==> src/rtl/cdq_pkg.sv <==
`default_nettype none

package cdq_pkg;

  // Storage geometry
  localparam int Depth     = 16;
  localparam int DataWidth = 32;
  localparam int PtrW      = $clog2(Depth);
  localparam int OccW      = $clog2(Depth + 1);
  localparam int CountW    = 5;

  typedef logic [PtrW-1:0] ptr_t;
  typedef logic [OccW-1:0] occ_t;
  typedef logic [DataWidth-1:0] word_t;

  // Operation codes
  localparam logic [2:0] ModePushFront = 3'd0;
  localparam logic [2:0] ModePushRear  = 3'd1;
  localparam logic [2:0] ModePopFront  = 3'd2;
  localparam logic [2:0] ModePopRear   = 3'd3;
  localparam logic [2:0] ModeQuery     = 3'd4;

  // Status codes
  localparam logic [1:0] StatDone      = 2'd0;
  localparam logic [1:0] StatOverflow  = 2'd1;
  localparam logic [1:0] StatUnderflow = 2'd2;

  localparam logic signed [31:0] EmptyMark = -32'sd999;

  typedef struct packed {
    logic [2:0]         mode;
    logic signed [31:0] value;
  } cdq_in_t;

  typedef struct packed {
    logic [1:0]         status;
    logic signed [31:0] front_value;
    logic signed [31:0] rear_value;
    logic               is_empty;
    logic               is_full;
    logic [CountW-1:0]  count;
  } cdq_out_t;

  typedef enum logic [1:0] {
    StIdle,
    StExec,
    StRead,
    StResp
  } state_e;

  typedef struct packed {
    logic capture;   // latch the accepted beat
    logic exec;      // update pointers, write the store
    logic load_out;  // load the result register
  } cdq_cmd_t;

  // Keep the low DataWidth bits of an incoming value
  function automatic word_t to_store(logic signed [31:0] v);
    logic [63:0] wide;
    wide = 64'(unsigned'(v));
    return wide[DataWidth-1:0];
  endfunction

  // Sign-extend a stored word into the 32-bit result field
  function automatic logic signed [31:0] to_result(word_t w);
    logic signed [63:0] wide;
    wide = 64'(signed'(w));
    return wide[31:0];
  endfunction

endpackage

`default_nettype wire

==> src/rtl/circular_deque_top.sv <==
// Channel   Dir  Handshake              Beat
// -------   ---  ---------------------  ---------------------------------------
// in        in   in_valid_i/in_stall_o   cdq_in_t: mode, value
// out       out  out_valid_o/out_stall_i cdq_out_t: status, front/rear, flags, count
//
// An item passes four steps: accept, pointer update with store write, store
// read, result load. The two-port store read is registered, which sets the
// read cycle. One item is in flight; the next beat is taken while the
// previous result still waits in the output register.
// Reset clears the pointers, the occupancy, the status, the sequencer state
// and the result valid flag; the store holds no reset value.
// A stalled result holds and blocks only the load step.
`default_nettype none

module circular_deque_top import cdq_pkg::*; (
  input  wire logic    clk_i,
  input  wire logic    rst_ni,
  input  wire logic    in_valid_i,
  output logic         in_stall_o,
  input  wire cdq_in_t in_data_i,
  output logic         out_valid_o,
  input  wire logic    out_stall_i,
  output cdq_out_t     out_data_o
);

  // Commands from the sequencer to the pointer and store datapath
  cdq_cmd_t cmd;

  cdq_ctrl u_ctrl (
    .clk_i       (clk_i),
    .rst_ni      (rst_ni),
    .in_valid_i  (in_valid_i),
    .in_stall_o  (in_stall_o),
    .out_valid_o (out_valid_o),
    .out_stall_i (out_stall_i),
    .cmd_o       (cmd)
  );

  // Head, tail and occupancy live here together with the store
  cdq_dpath u_dpath (
    .clk_i      (clk_i),
    .rst_ni     (rst_ni),
    .cmd_i      (cmd),
    .in_data_i  (in_data_i),
    .out_data_o (out_data_o)
  );

  // An accepted beat closes the input until its result is loaded
  a_accept_blocks: assert property (@(posedge clk_i) disable iff (!rst_ni)
    in_valid_i && !in_stall_o |=> in_stall_o)
    else $error("input taken twice in a row");

  // An empty result carries the empty mark and a zero count
  a_empty_mark: assert property (@(posedge clk_i) disable iff (!rst_ni)
    out_valid_o && out_data_o.is_empty |->
      out_data_o.count == '0 && out_data_o.front_value == EmptyMark &&
      out_data_o.rear_value == EmptyMark)
    else $error("empty result without empty mark");

  // Overflow only happens when full, underflow only when empty
  a_overflow_full: assert property (@(posedge clk_i) disable iff (!rst_ni)
    out_valid_o && out_data_o.status == StatOverflow |-> out_data_o.is_full)
    else $error("overflow reported while not full");

  a_underflow_empty: assert property (@(posedge clk_i) disable iff (!rst_ni)
    out_valid_o && out_data_o.status == StatUnderflow |-> out_data_o.is_empty)
    else $error("underflow reported while not empty");

endmodule

`default_nettype wire

==> src/rtl/cdq_ram.sv <==
`default_nettype none

module cdq_ram #(
  parameter int Width = 32,
  parameter int Depth = 16
) (
  input  wire logic                     clk_i,
  input  wire logic                     we_i,
  input  wire logic [$clog2(Depth)-1:0] waddr_i,
  input  wire logic [Width-1:0]         wdata_i,
  input  wire logic [$clog2(Depth)-1:0] raddr_a_i,
  input  wire logic [$clog2(Depth)-1:0] raddr_b_i,
  output logic      [Width-1:0]         rdata_a_o,
  output logic      [Width-1:0]         rdata_b_o
);

  logic [Width-1:0] mem_q [Depth];
  logic [Width-1:0] rdata_a_q;
  logic [Width-1:0] rdata_b_q;

  always_ff @(posedge clk_i) begin
    if (we_i) begin
      mem_q[waddr_i] <= wdata_i;
    end
    rdata_a_q <= mem_q[raddr_a_i];
    rdata_b_q <= mem_q[raddr_b_i];
  end

  assign rdata_a_o = rdata_a_q;
  assign rdata_b_o = rdata_b_q;

endmodule

`default_nettype wire

==> src/rtl/cdq_ctrl.sv <==
`default_nettype none

module cdq_ctrl import cdq_pkg::*; (
  input  wire logic clk_i,
  input  wire logic rst_ni,
  input  wire logic in_valid_i,
  output logic      in_stall_o,
  output logic      out_valid_o,
  input  wire logic out_stall_i,
  output cdq_cmd_t  cmd_o
);

  state_e state_q, state_d;
  logic   out_valid_q, out_valid_d;

  always_ff @(posedge clk_i or negedge rst_ni) begin
    if (!rst_ni) begin
      state_q     <= StIdle;
      out_valid_q <= 1'b0;
    end else begin
      state_q     <= state_d;
      out_valid_q <= out_valid_d;
    end
  end

  always_comb begin
    state_d     = state_q;
    cmd_o       = '0;
    // drop the result once it is taken
    out_valid_d = out_valid_q && out_stall_i;
    unique case (state_q)
      StIdle: begin
        if (in_valid_i) begin
          cmd_o.capture = 1'b1;
          state_d       = StExec;
        end
      end
      StExec: begin
        cmd_o.exec = 1'b1;
        state_d    = StRead;
      end
      StRead: begin
        state_d = StResp;
      end
      StResp: begin
        // hold until the result register is free
        if (!out_valid_q || !out_stall_i) begin
          cmd_o.load_out = 1'b1;
          out_valid_d    = 1'b1;
          state_d        = StIdle;
        end
      end
    endcase
  end

  assign in_stall_o  = (state_q != StIdle);
  assign out_valid_o = out_valid_q;

endmodule

`default_nettype wire

==> src/rtl/cdq_dpath.sv <==
`default_nettype none

module cdq_dpath import cdq_pkg::*; (
  input  wire logic     clk_i,
  input  wire logic     rst_ni,
  input  wire cdq_cmd_t cmd_i,
  input  wire cdq_in_t  in_data_i,
  output cdq_out_t      out_data_o
);

  function automatic ptr_t ptr_inc(ptr_t p);
    return (p == ptr_t'(Depth - 1)) ? '0 : ptr_t'(p + 1'b1);
  endfunction

  function automatic ptr_t ptr_dec(ptr_t p);
    return (p == '0) ? ptr_t'(Depth - 1) : ptr_t'(p - 1'b1);
  endfunction

  logic [2:0] mode_q;
  word_t      wdata_q;
  ptr_t       head_q, head_d;
  ptr_t       tail_q, tail_d;
  occ_t       occ_q, occ_d;
  logic [1:0] status_q, status_d;
  logic       we;
  ptr_t       waddr;
  word_t      rdata_front, rdata_rear;
  logic       is_empty, is_full;
  cdq_out_t   out_q, out_d;

  assign is_empty = (occ_q == '0);
  assign is_full  = (occ_q == occ_t'(Depth));

  always_ff @(posedge clk_i) begin
    if (cmd_i.capture) begin
      mode_q  <= in_data_i.mode;
      wdata_q <= to_store(in_data_i.value);
    end
    if (cmd_i.load_out) begin
      out_q <= out_d;
    end
  end

  always_ff @(posedge clk_i or negedge rst_ni) begin
    if (!rst_ni) begin
      head_q   <= '0;
      tail_q   <= '0;
      occ_q    <= '0;
      status_q <= StatDone;
    end else begin
      head_q   <= head_d;
      tail_q   <= tail_d;
      occ_q    <= occ_d;
      status_q <= status_d;
    end
  end

  always_comb begin
    head_d   = head_q;
    tail_d   = tail_q;
    occ_d    = occ_q;
    status_d = status_q;
    we       = 1'b0;
    waddr    = head_q;
    if (cmd_i.exec) begin
      status_d = StatDone;
      unique case (mode_q)
        ModePushFront, ModePushRear: begin
          priority if (is_full) begin
            status_d = StatOverflow;
          end else if (is_empty) begin
            // first element always lands at entry zero
            head_d = '0;
            tail_d = '0;
            waddr  = '0;
            we     = 1'b1;
            occ_d  = occ_t'(1);
          end else if (mode_q == ModePushFront) begin
            head_d = ptr_dec(head_q);
            waddr  = head_d;
            we     = 1'b1;
            occ_d  = occ_t'(occ_q + 1'b1);
          end else begin
            tail_d = ptr_inc(tail_q);
            waddr  = tail_d;
            we     = 1'b1;
            occ_d  = occ_t'(occ_q + 1'b1);
          end
        end
        ModePopFront, ModePopRear: begin
          priority if (is_empty) begin
            status_d = StatUnderflow;
          end else if (occ_q == occ_t'(1)) begin
            head_d = '0;
            tail_d = '0;
            occ_d  = '0;
          end else if (mode_q == ModePopFront) begin
            head_d = ptr_inc(head_q);
            occ_d  = occ_t'(occ_q - 1'b1);
          end else begin
            tail_d = ptr_dec(tail_q);
            occ_d  = occ_t'(occ_q - 1'b1);
          end
        end
        default: begin
          // query and unused codes leave the deque alone
        end
      endcase
    end
  end

  cdq_ram #(
    .Width (DataWidth),
    .Depth (Depth)
  ) u_ram (
    .clk_i     (clk_i),
    .we_i      (we),
    .waddr_i   (waddr),
    .wdata_i   (wdata_q),
    .raddr_a_i (head_q),
    .raddr_b_i (tail_q),
    .rdata_a_o (rdata_front),
    .rdata_b_o (rdata_rear)
  );

  always_comb begin
    out_d.status      = status_q;
    out_d.front_value = is_empty ? EmptyMark : to_result(rdata_front);
    out_d.rear_value  = is_empty ? EmptyMark : to_result(rdata_rear);
    out_d.is_empty    = is_empty;
    out_d.is_full     = is_full;
    out_d.count       = CountW'(occ_q);
  end

  assign out_data_o = out_q;

endmodule

`default_nettype wire

==> config.mk <==
export PLATFORM = sky130hd
export DESIGN_NAME = circular_deque_top
export DESIGN_NICKNAME = d
export VERILOG_FILES = /design/src/rtl/cdq_pkg.sv /design/src/rtl/circular_deque_top.sv /design/src/rtl/cdq_ram.sv /design/src/rtl/cdq_ctrl.sv /design/src/rtl/cdq_dpath.sv
export SDC_FILE = /design/constraint.sdc
export NUM_CORES = 1
export LEC_CHECK = 0
export BUFFER_PORTS_ARGS = -buffer_cell sky130_fd_sc_hd__buf_2
export CAP_MARGIN = 0
export CORE_UTILIZATION = 55
export CTS_CLUSTER_DIAMETER = 120
export DETAILED_ROUTE_END_ITERATION = 10
export GPL_TIMING_DRIVEN = 0
export MAX_ROUTING_LAYER = met4
export PLACE_DENSITY = 0.83
export REMOVE_ABC_BUFFERS = 1
export SLEW_MARGIN = 40
export SYNTH_ARGS = -nofsm -noshare
export SYNTH_HDL_FRONTEND = slang
export SYNTH_SLANG_ARGS = --single-unit
==> constraint.sdc <==
create_clock -name clk_i -period 22.1 [get_ports clk_i]
set_clock_uncertainty 0.15 [all_clocks]
set_input_delay 3.315 -clock clk_i [delete_from_list [all_inputs] [get_ports clk_i]]
set_output_delay 3.315 -clock clk_i [all_outputs]
set_load 0.1 [all_outputs]
==> flow_metrics.tcl, run 1 <==
set metrics [dict create \
    seq_area_frac_synth 0.682 \
    ys_warn_count 0 \
    fmax_mhz 189 \
    rsz0062_at_grt "false" \
    fp.dieH_um 235 \
    synth_seq_cells 702 \
    wl_per_cell_um 30.3 \
    rrSetupSlack_ps 17170 \
    via_count 17600 \
    seq_area_um2 20400 \
    worst-setup-path-type "reg2out" \
    initial_core_util 0.556 \
    synthesis.area_um2 29900 \
    cts_tree "built" \
    portBuffers 113 \
    hold_start "u_dpath.status_q[0]" \
    vdd_drop_max_v 0.0000731 \
    gp_congestion 0.790 \
    n_fill_cell 3305 \
    cts.sinks 702 \
    ys.flop_type "edfxtp_1" \
    antenna_found_initial 0 \
    worstMarginPinSlew_ps 785 \
    dr.first_iter.drc_count 2459 \
    clk_pin_slew_ps 50 \
    syn_to_final_growth_pct 17.8 \
    r2r-start "u_dpath.head_q[0]" \
    drt_pass1_iterations 7 \
    maxCapViolations 0 \
    dp.cells 2420 \
    fin_nets 1851 \
    ant_nets 0 \
    post-route-period-util 0.240 \
    io_pins 114 \
    die_area_um2 55200 \
    start_kind "flip-flop" \
    synth_edf_count 620 \
    finalCriticalPeriod_ps 5300 \
    final_common_cell "edfxtp_1" \
    grt_pass1_wl_mm 116 \
    slew_viol_final 0 \
    postPlaceCellArea_um2 32700 \
    via_per_inst 6.90 \
    clockRootBuffer "clkbuf_16" \
    routed_wl_mm 77.4 \
    hpwl_mm 49.1 \
    drive_gt1_frac 0.390 \
    critPathCaptureType "output port" \
    avgSynthCellArea_um2 19.0 \
    yosysTopAreaCell "edfxtp_1" \
    hold_depth 0 \
    numCtsBuffers 73 \
    p_per_area_nw_per_um2 145 \
    rows 85 \
    syn-instance-count 1568 \
    core_area_um2 53700 \
    die_x_um 235 \
    grt_overflow_total 0 \
    multi_input_area_um2 9170 \
    worstReg2RegEnd "u_dpath.u_ram.mem_q[3][9]" \
    finalSetupTns_ps 0 \
    netlist.area_leader.share 0.624 \
    run_status "complete, no violations" \
    fin_cells 2552 \
    layout_common_cells "edfxtp_1, mux4_2, buf_2" \
    num_antenna_cells 0 \
    ctsResizeCount 0 \
    required_ps 18640 \
    hold_class "reg2reg" \
    cts_setup_buffers 0 \
    reg2regPathDepth 13 \
    total_leakage_power_nw 11.9 \
    grt.total_usage 0.295 \
    setup_violations 0 \
    min_to "u_dpath.out_data_o[71]" \
    hold_viol 0 \
    synth_area_leaders "edfxtp_1, mux4_2, dfxtp_1, mux2i_1, dfrtp_1" \
    worstPathMaxFanout 4 \
    final_cell_area_um2 35200 \
    arrival_ps 1840 \
    p_total_mw 5.11 \
    clock_latency_ps 630 \
    fin_util 0.655 \
    grt_start_max_net_pins 48 \
    drc 0 \
    htree_levels 3 \
    clock_path_buffers 3 \
    yosysUniqueCellTypes 64 \
    synth-async-reset-ratio 0.0256 \
    startpoint "u_ctrl.state_q[0]" \
    first_global_vias 18100 \
    cts_hold_buf 0 \
    slew_headroom 0.473 \
]
==> flip-flops by register name (all words and copies together), names as in the netlist <==
name / count
u_dpath.u_ram.mem_q: 512
u_dpath.out_data_o: 73
u_dpath.u_ram.rdata_a_o: 32
u_dpath.u_ram.rdata_b_o: 32
u_dpath.wdata_q: 32
u_dpath.occ_q: 5
u_dpath.head_q: 4
u_dpath.tail_q: 4
u_dpath.mode_q: 3
u_ctrl.state_q: 2
u_dpath.status_q: 2
u_ctrl.out_valid_o: 1
==> metrics by stage <==
stage	setup WS, ps	hold slack [ps]
2_1_floorplan	9270	275
3_3_place_gp	-890	285
3_5_place_dp	17240	283
4_1_cts	16780	297
5_1_grt	16720	314
6_report	16800	293
==> layer usage <==
layer  GRT usage  vias to the layer above  wire length [um]
met5           -                        -                 0
met4       0.141                        0              3760
met3      0.0644                      326              8550
met2       0.449                     1452             37100
met1       0.381                     8875             28000
li1            -                     6947                 -
==> logic make-up after synthesis <==
| family | after synthesis | share of synthesized area |
|---|---|---|
| DFF | 702 | 0.682 |
| and+or+nand+nor | 237 | 0.0407 |
| adders and majority gates | 13 | 0.00545 |
| xor gates and xnor gates | 4 | 0.00117 |
| AOI/OAI and AO/OA | 168 | 0.0386 |
| muxes | 323 | 0.215 |
| buffers and inverters | 121 | 0.0171 |
==> cell usage after synthesis (all sizes together) (13+ instances only) <==
cell type / count
clkbuf: 58
dfrtp: 18
buf: 48
edfxtp: 620
nor2: 21
inv: 15
mux4: 255
or2: 52
nand2: 78
mux2i: 66
a21oi: 52
o211ai: 32
ha: 13
nand3: 39
dfxtp: 64
a22oi: 33
nor2b: 18
==> power by group <==
group          internal [mW]  switching, mW  leakage (nW)
logic                  0.789           1.20          4.32
registers               1.69          0.160          6.36
clock network          0.754          0.517          1.21
==> critical path: stages, from the launching register on <==
cell and delay, ps:
dfrtp_1 380, inv_1 100, ha_1 230, inv_1 80, buf_2 420
==> worst max-delay path by stage <==
stage	to	slack, ps	depth (start not counted)
after floorplan	u_dpath.u_ram.mem_q[1][0]	9270	7
after global placement	u_dpath.u_ram.mem_q[1][9]	-890	7
after detailed placement	u_dpath.out_data_o[40]	17240	4
after CTS	in_stall_o	16780	4
after global routing	in_stall_o	16720	4
final	in_stall_o	16800	4
==> cell type report <==
type	count	area share
Sequential cell	702	0.580
Multi-Input combinational cell	745	0.261
Timing Repair Buffer	262	0.0626
Clock buffer	100	0.0601
Tap cell	696	0.0248
Clock inverter	32	0.0104
Inverter	15	0.00174
(Power assumes the default switching activity.)
==> inputs of run 2 (changes only) <==
- PLACE_DENSITY: 0.83 -> 0.86
- clock period: 22.1 -> 4.3 ns (I/O delays scaled with it)
==> flow_metrics.tcl, run 2 (synthesis results as in run 1) <==
set metrics [dict create \
    arrival_ps 4440 \
    hold_depth 1 \
    htree_levels 3 \
    worstReg2RegEnd "u_dpath.u_ram.mem_q[1][28]" \
    slew_headroom 0.492 \
    cts.sinks 702 \
    post-route-period-util 0.994 \
    hpwl_mm 49.7 \
    vdd_drop_max_v 0.000642 \
    top_register "u_dpath.u_ram.mem_q" \
    run_status "complete, no violations" \
    clk_pin_slew_ps 60 \
    start_kind "flip-flop" \
    core_area_um2 53700 \
    worstPathMaxFanout 38 \
    clock_latency_ps 630 \
    ant_nets 0 \
    critPathCaptureType "flip-flop" \
    io_pins 114 \
    n_fill_cell 3229 \
    final_common_cell "edfxtp_1" \
    syn_to_final_growth_pct 18.2 \
    dp.cells 2418 \
    min_to "u_dpath.wdata_q[7]" \
    fp.dieH_um 235 \
    hold_viol 0 \
    total_leakage_power_nw 11.9 \
    grt_overflow_total 0 \
    wl_per_cell_um 32.0 \
    fin_cells 2566 \
    clock_path_buffers 3 \
    drive_gt1_frac 0.397 \
    numCtsBuffers 72 \
    finalCriticalPeriod_ps 4270 \
    setup_violations 0 \
    intPower_mw 16.6 \
    slew_viol_final 0 \
    layout_common_cells "edfxtp_1, mux4_2, buf_2" \
    pwr-share-clk 0.242 \
    grt_pass1_wl_mm 119 \
    rsz0062_at_grt "false" \
    largest_reg_flops 512 \
    clockRootBuffer "clkbuf_16" \
    rows 85 \
    rrSetupSlack_ps 30 \
    antenna_found_initial 2 \
    cts_tree "built" \
    grt.total_usage 0.309 \
    drt_pass1_iterations 6 \
    first_global_vias 18400 \
    gp_congestion 0.823 \
    die_x_um 235 \
    via_count 18200 \
    reg2regPathDepth 12 \
    via_per_inst 7.10 \
    fin_nets 1862 \
    drc 0 \
    grt_start_max_net_pins 42 \
    portBuffers 113 \
    worstMarginPinSlew_ps 760 \
    fin_util 0.657 \
    r2r-start "u_dpath.head_q[2]" \
    dr.first_iter.drc_count 2834 \
    finalSetupTns_ps 0 \
    power_frac_comb 0.406 \
    maxCapViolations 0 \
    routed_wl_mm 82.0 \
    seqPwrFrac 0.352 \
    p_sw_mw 9.85 \
    hold_start "in_data_i[7]" \
    worst-setup-path-type "reg2reg" \
    fmax_mhz 234 \
    hold_class "in2reg" \
    die_area_um2 55200 \
    p_per_area_nw_per_um2 749 \
    initial_core_util 0.556 \
    required_ps 4470 \
    swShare 0.373 \
]
-- run 2: how the worst max path moves through the flow --
stage | endpoint | depth (start not counted) | slack [ps] | from
3_5_place_dp | u_dpath.u_ram.mem_q[1][28] | 13 | -590 | u_dpath.tail_q[0]
4_1_cts | u_dpath.u_ram.mem_q[1][28] | 12 | 50 | u_dpath.head_q[2]
6_report | u_dpath.u_ram.mem_q[1][28] | 12 | 30 | u_dpath.head_q[2]
3_3_place_gp | u_dpath.u_ram.mem_q[2][1] | 7 | -18600 | u_dpath.head_q[0]
2_1_floorplan | u_dpath.u_ram.mem_q[1][0] | 7 | -8530 | u_dpath.head_q[0]
5_1_grt | u_dpath.u_ram.mem_q[1][28] | 12 | 9 | u_ctrl.state_q[1]
-- run 2: stage by stage --
step	instance area, um^2	power, mW	setup WS, ps	hold slack (ps)
after floorplan	29400	17.1	-8530	199
after global placement	30800	18.2	-18600	282
after detailed placement	32700	19.6	-594	289
after CTS	35200	26.3	47.1	27.0
after global routing	35300	27.2	9.14	29.7
final	35300	26.4	25.8	41.2
-- run 2: repair_timing --
action,4_1_cts,5_1_grt
pin swaps,0,1
resized for setup,11,6
hold endpoints to repair,18,0
hold buffers,1,0
buffers inserted,11,2
setup endpoints to repair,26,5
-- run 2: metal layers --
layer  vias up  wire length (um)  global-route usage
met3       376             11100              0.0811
met2      1731             39200               0.475
met5         -                 0                   -
met1      9130             27100               0.382
li1       6992                 -                   -
met4         0              4640               0.156
-- run 2: power by group through the flow --
stage	clock [mW]	sequential, mW	combinational (mW)
2_1_floorplan	0	12.0	5.08
3_3_place_gp	0	10.5	7.65
3_5_place_dp	0	9.68	9.94
4_1_cts	6.45	9.29	10.6
5_1_grt	6.71	9.39	11.1
6_report	6.40	9.32	10.7
-- run 2: cell type report --
type | count | area [um^2] | area share
Antenna cell | 2 | 5.00 | 0.000142
Clock buffer | 91 | 1980 | 0.0560
Clock inverter | 41 | 438 | 0.0124
Inverter | 15 | 63.8 | 0.00181
Multi-Input combinational cell | 745 | 9220 | 0.261
Sequential cell | 702 | 20400 | 0.578
Tap cell | 696 | 871 | 0.0247
Timing Repair Buffer | 274 | 2330 | 0.0661
-- run 2: worst max-delay path, cell delays in order, from the launching register on --
cell and delay, ps:
dfrtp_4 520, buf_12 210, or2_2 420, o21a_1 260
o32ai_2 150, nand2_2 180, a2111oi_4 400, buf_4 220
clkdlybuf4s18_2 320, clkdlybuf4s15_2 300, clkdlybuf4s15_2 280, buf_2 220
clkdlybuf4s18_2 320
==> inputs of run 3 (changes only) <==
- BUFFER_PORTS_ARGS: -buffer_cell sky130_fd_sc_hd__buf_2 -> -buffer_cell sky130_fd_sc_hd__clkbuf_2
- CAP_MARGIN: 0 -> 20
- CORE_MARGIN: default -> 2
==> flow_metrics.tcl, run 3 (synthesis results as in run 1) <==
set metrics [dict create \
    fmax_mhz 236 \
    r2r-start "u_dpath.tail_q[0]" \
    cts.sinks 702 \
    layout_common_cells "edfxtp_1, mux4_2, clkbuf_2" \
    io_pins 114 \
    worstPathMaxFanout 24 \
    crit_end "u_dpath.u_ram.mem_q[7][1]" \
    antenna_found_initial 0 \
    num_antenna_cells 0 \
    worst-setup-path-type "reg2reg" \
    clock_latency_ps 620 \
    worstMarginPinSlew_ps 837 \
    p_per_area_nw_per_um2 743 \
    drive_gt1_frac 0.386 \
    total_leakage_power_nw 11.9 \
    grt_pass1_wl_mm 119 \
    die_area_um2 56200 \
    finalSetupTns_ps 0 \
    grt.total_usage 0.301 \
    gp_congestion 0.841 \
    finalCriticalPeriod_ps 4240 \
    arrival_ps 4410 \
    largest_reg_flops 512 \
    slew_headroom 0.438 \
    die_x_um 237 \
    maxCapViolations 0 \
    rsz0062_at_grt "false" \
    start_kind "flip-flop" \
    reg2regPathDepth 10 \
    fin_nets 1858 \
    first_global_vias 18300 \
    worstReg2RegEnd "u_dpath.u_ram.mem_q[7][1]" \
    wl_per_cell_um 31.8 \
    final_cell_area_um2 35000 \
    rrSetupSlack_ps 60 \
    hold_viol 0 \
    critPathCaptureType "flip-flop" \
    via_per_inst 7.11 \
    cts_tree "built" \
    grt_overflow_total 0 \
    drt_pass1_iterations 9 \
    run_status "complete, no violations" \
    fin_util 0.652 \
    initial_core_util 0.556 \
    drc 0 \
    hpwl_mm 49.3 \
    post-route-period-util 0.986 \
    whs_ps 51.8 \
    dr.first_iter.drc_count 3260 \
    final_common_cell "edfxtp_1" \
    setup_violations 0 \
    fp.dieH_um 237 \
    slew_viol_final 0 \
    clock_path_buffers 3 \
    hold_class "in2reg" \
    via_count 18200 \
    clk_pin_slew_ps 60 \
    startpoint "u_dpath.tail_q[0]" \
    rows 85 \
    portBuffers 113 \
    required_ps 4470 \
    top_register "u_dpath.u_ram.mem_q" \
    syn_to_final_growth_pct 17.3 \
    vdd_drop_max_v 0.000435 \
    htree_levels 3 \
    ant_nets 0 \
    postPlaceCellArea_um2 32700 \
    clockRootBuffer "clkbuf_16" \
    routed_wl_mm 81.2 \
    numCtsBuffers 71 \
    grt_start_max_net_pins 57 \
    core_area_um2 53700 \
]
[run 3: repair_timing]
item / 4_1_cts / 5_1_grt
pin swaps: 1 / 2
buffers inserted: 1 / 7
endpoints found under the setup margin: 35 / 67
gates resized for setup: 6 / 1
hold endpoints to repair: 18 / 0
hold buffers: 1 / 0
[run 3: layout make-up]
type,count,area [um^2]
sequential,702,20400
fill,3260,18700
multi-input combinational,745,9210
timing repair buffer,271,2270
clock buffer,100,1950
tap,696,871
clock inverter,26,277
inverter,15,61.3
[run 3: how the worst min path moves through the flow]
stage	slack, ps	endpoint	from	depth (start not counted)
6_report	50	u_dpath.mode_q[0]	in_data_i[32]	1
5_1_grt	50	u_dpath.mode_q[1]	in_data_i[33]	1
4_1_cts	50	u_dpath.mode_q[1]	in_data_i[33]	1
3_5_place_dp	290	u_dpath.out_data_o[71]	u_dpath.status_q[0]	0
3_3_place_gp	280	u_dpath.out_data_o[71]	u_dpath.status_q[0]	0
2_1_floorplan	200	u_ctrl.out_valid_o	rst_ni	0
[run 3: critical path, stage by stage, from the launching register on]
cell,delay [ps]
dfrtp_4,660
buf_12,280
ha_2,350
a21oi_1,70
a211oi_1,410
nand2_1,190
and3_2,390
nor3_2,680
buf_2,350
buf_4,210
buf_4,160
[run 3: per-stage QoR]
| stage | instances | power, mW | worst slack [ps] |
|---|---|---|---|
| finish | 2555 | 26.0 | 58.1 |
| global route | 2555 | 26.8 | 4.08 |
| CTS | 2548 | 25.8 | 9.35 |
| detailed placement | 2420 | 19.7 | -168 |
| global placement | 2271 | 18.2 | -18660 |
| floorplan | 1462 | 17.1 | -8530 |
[run 3: report_power, final]
group / leakage, nW / total [mW] / switching (mW) / internal (mW)
combinational: 4.40 / 10.4 / 6.35 / 4.10
sequential: 6.36 / 9.49 / 0.794 / 8.70
clock: 1.09 / 6.08 / 2.56 / 3.52
[run 3: per-layer routing]
layer / global-route usage / part of all wire / vias to the layer above
li1: - / - / 6976
met1: 0.380 / 0.34 / 9054
met2: 0.452 / 0.47 / 1725
met3: 0.0849 / 0.14 / 399
met4: 0.152 / 0.058 / 0
met5: - / 0 / -
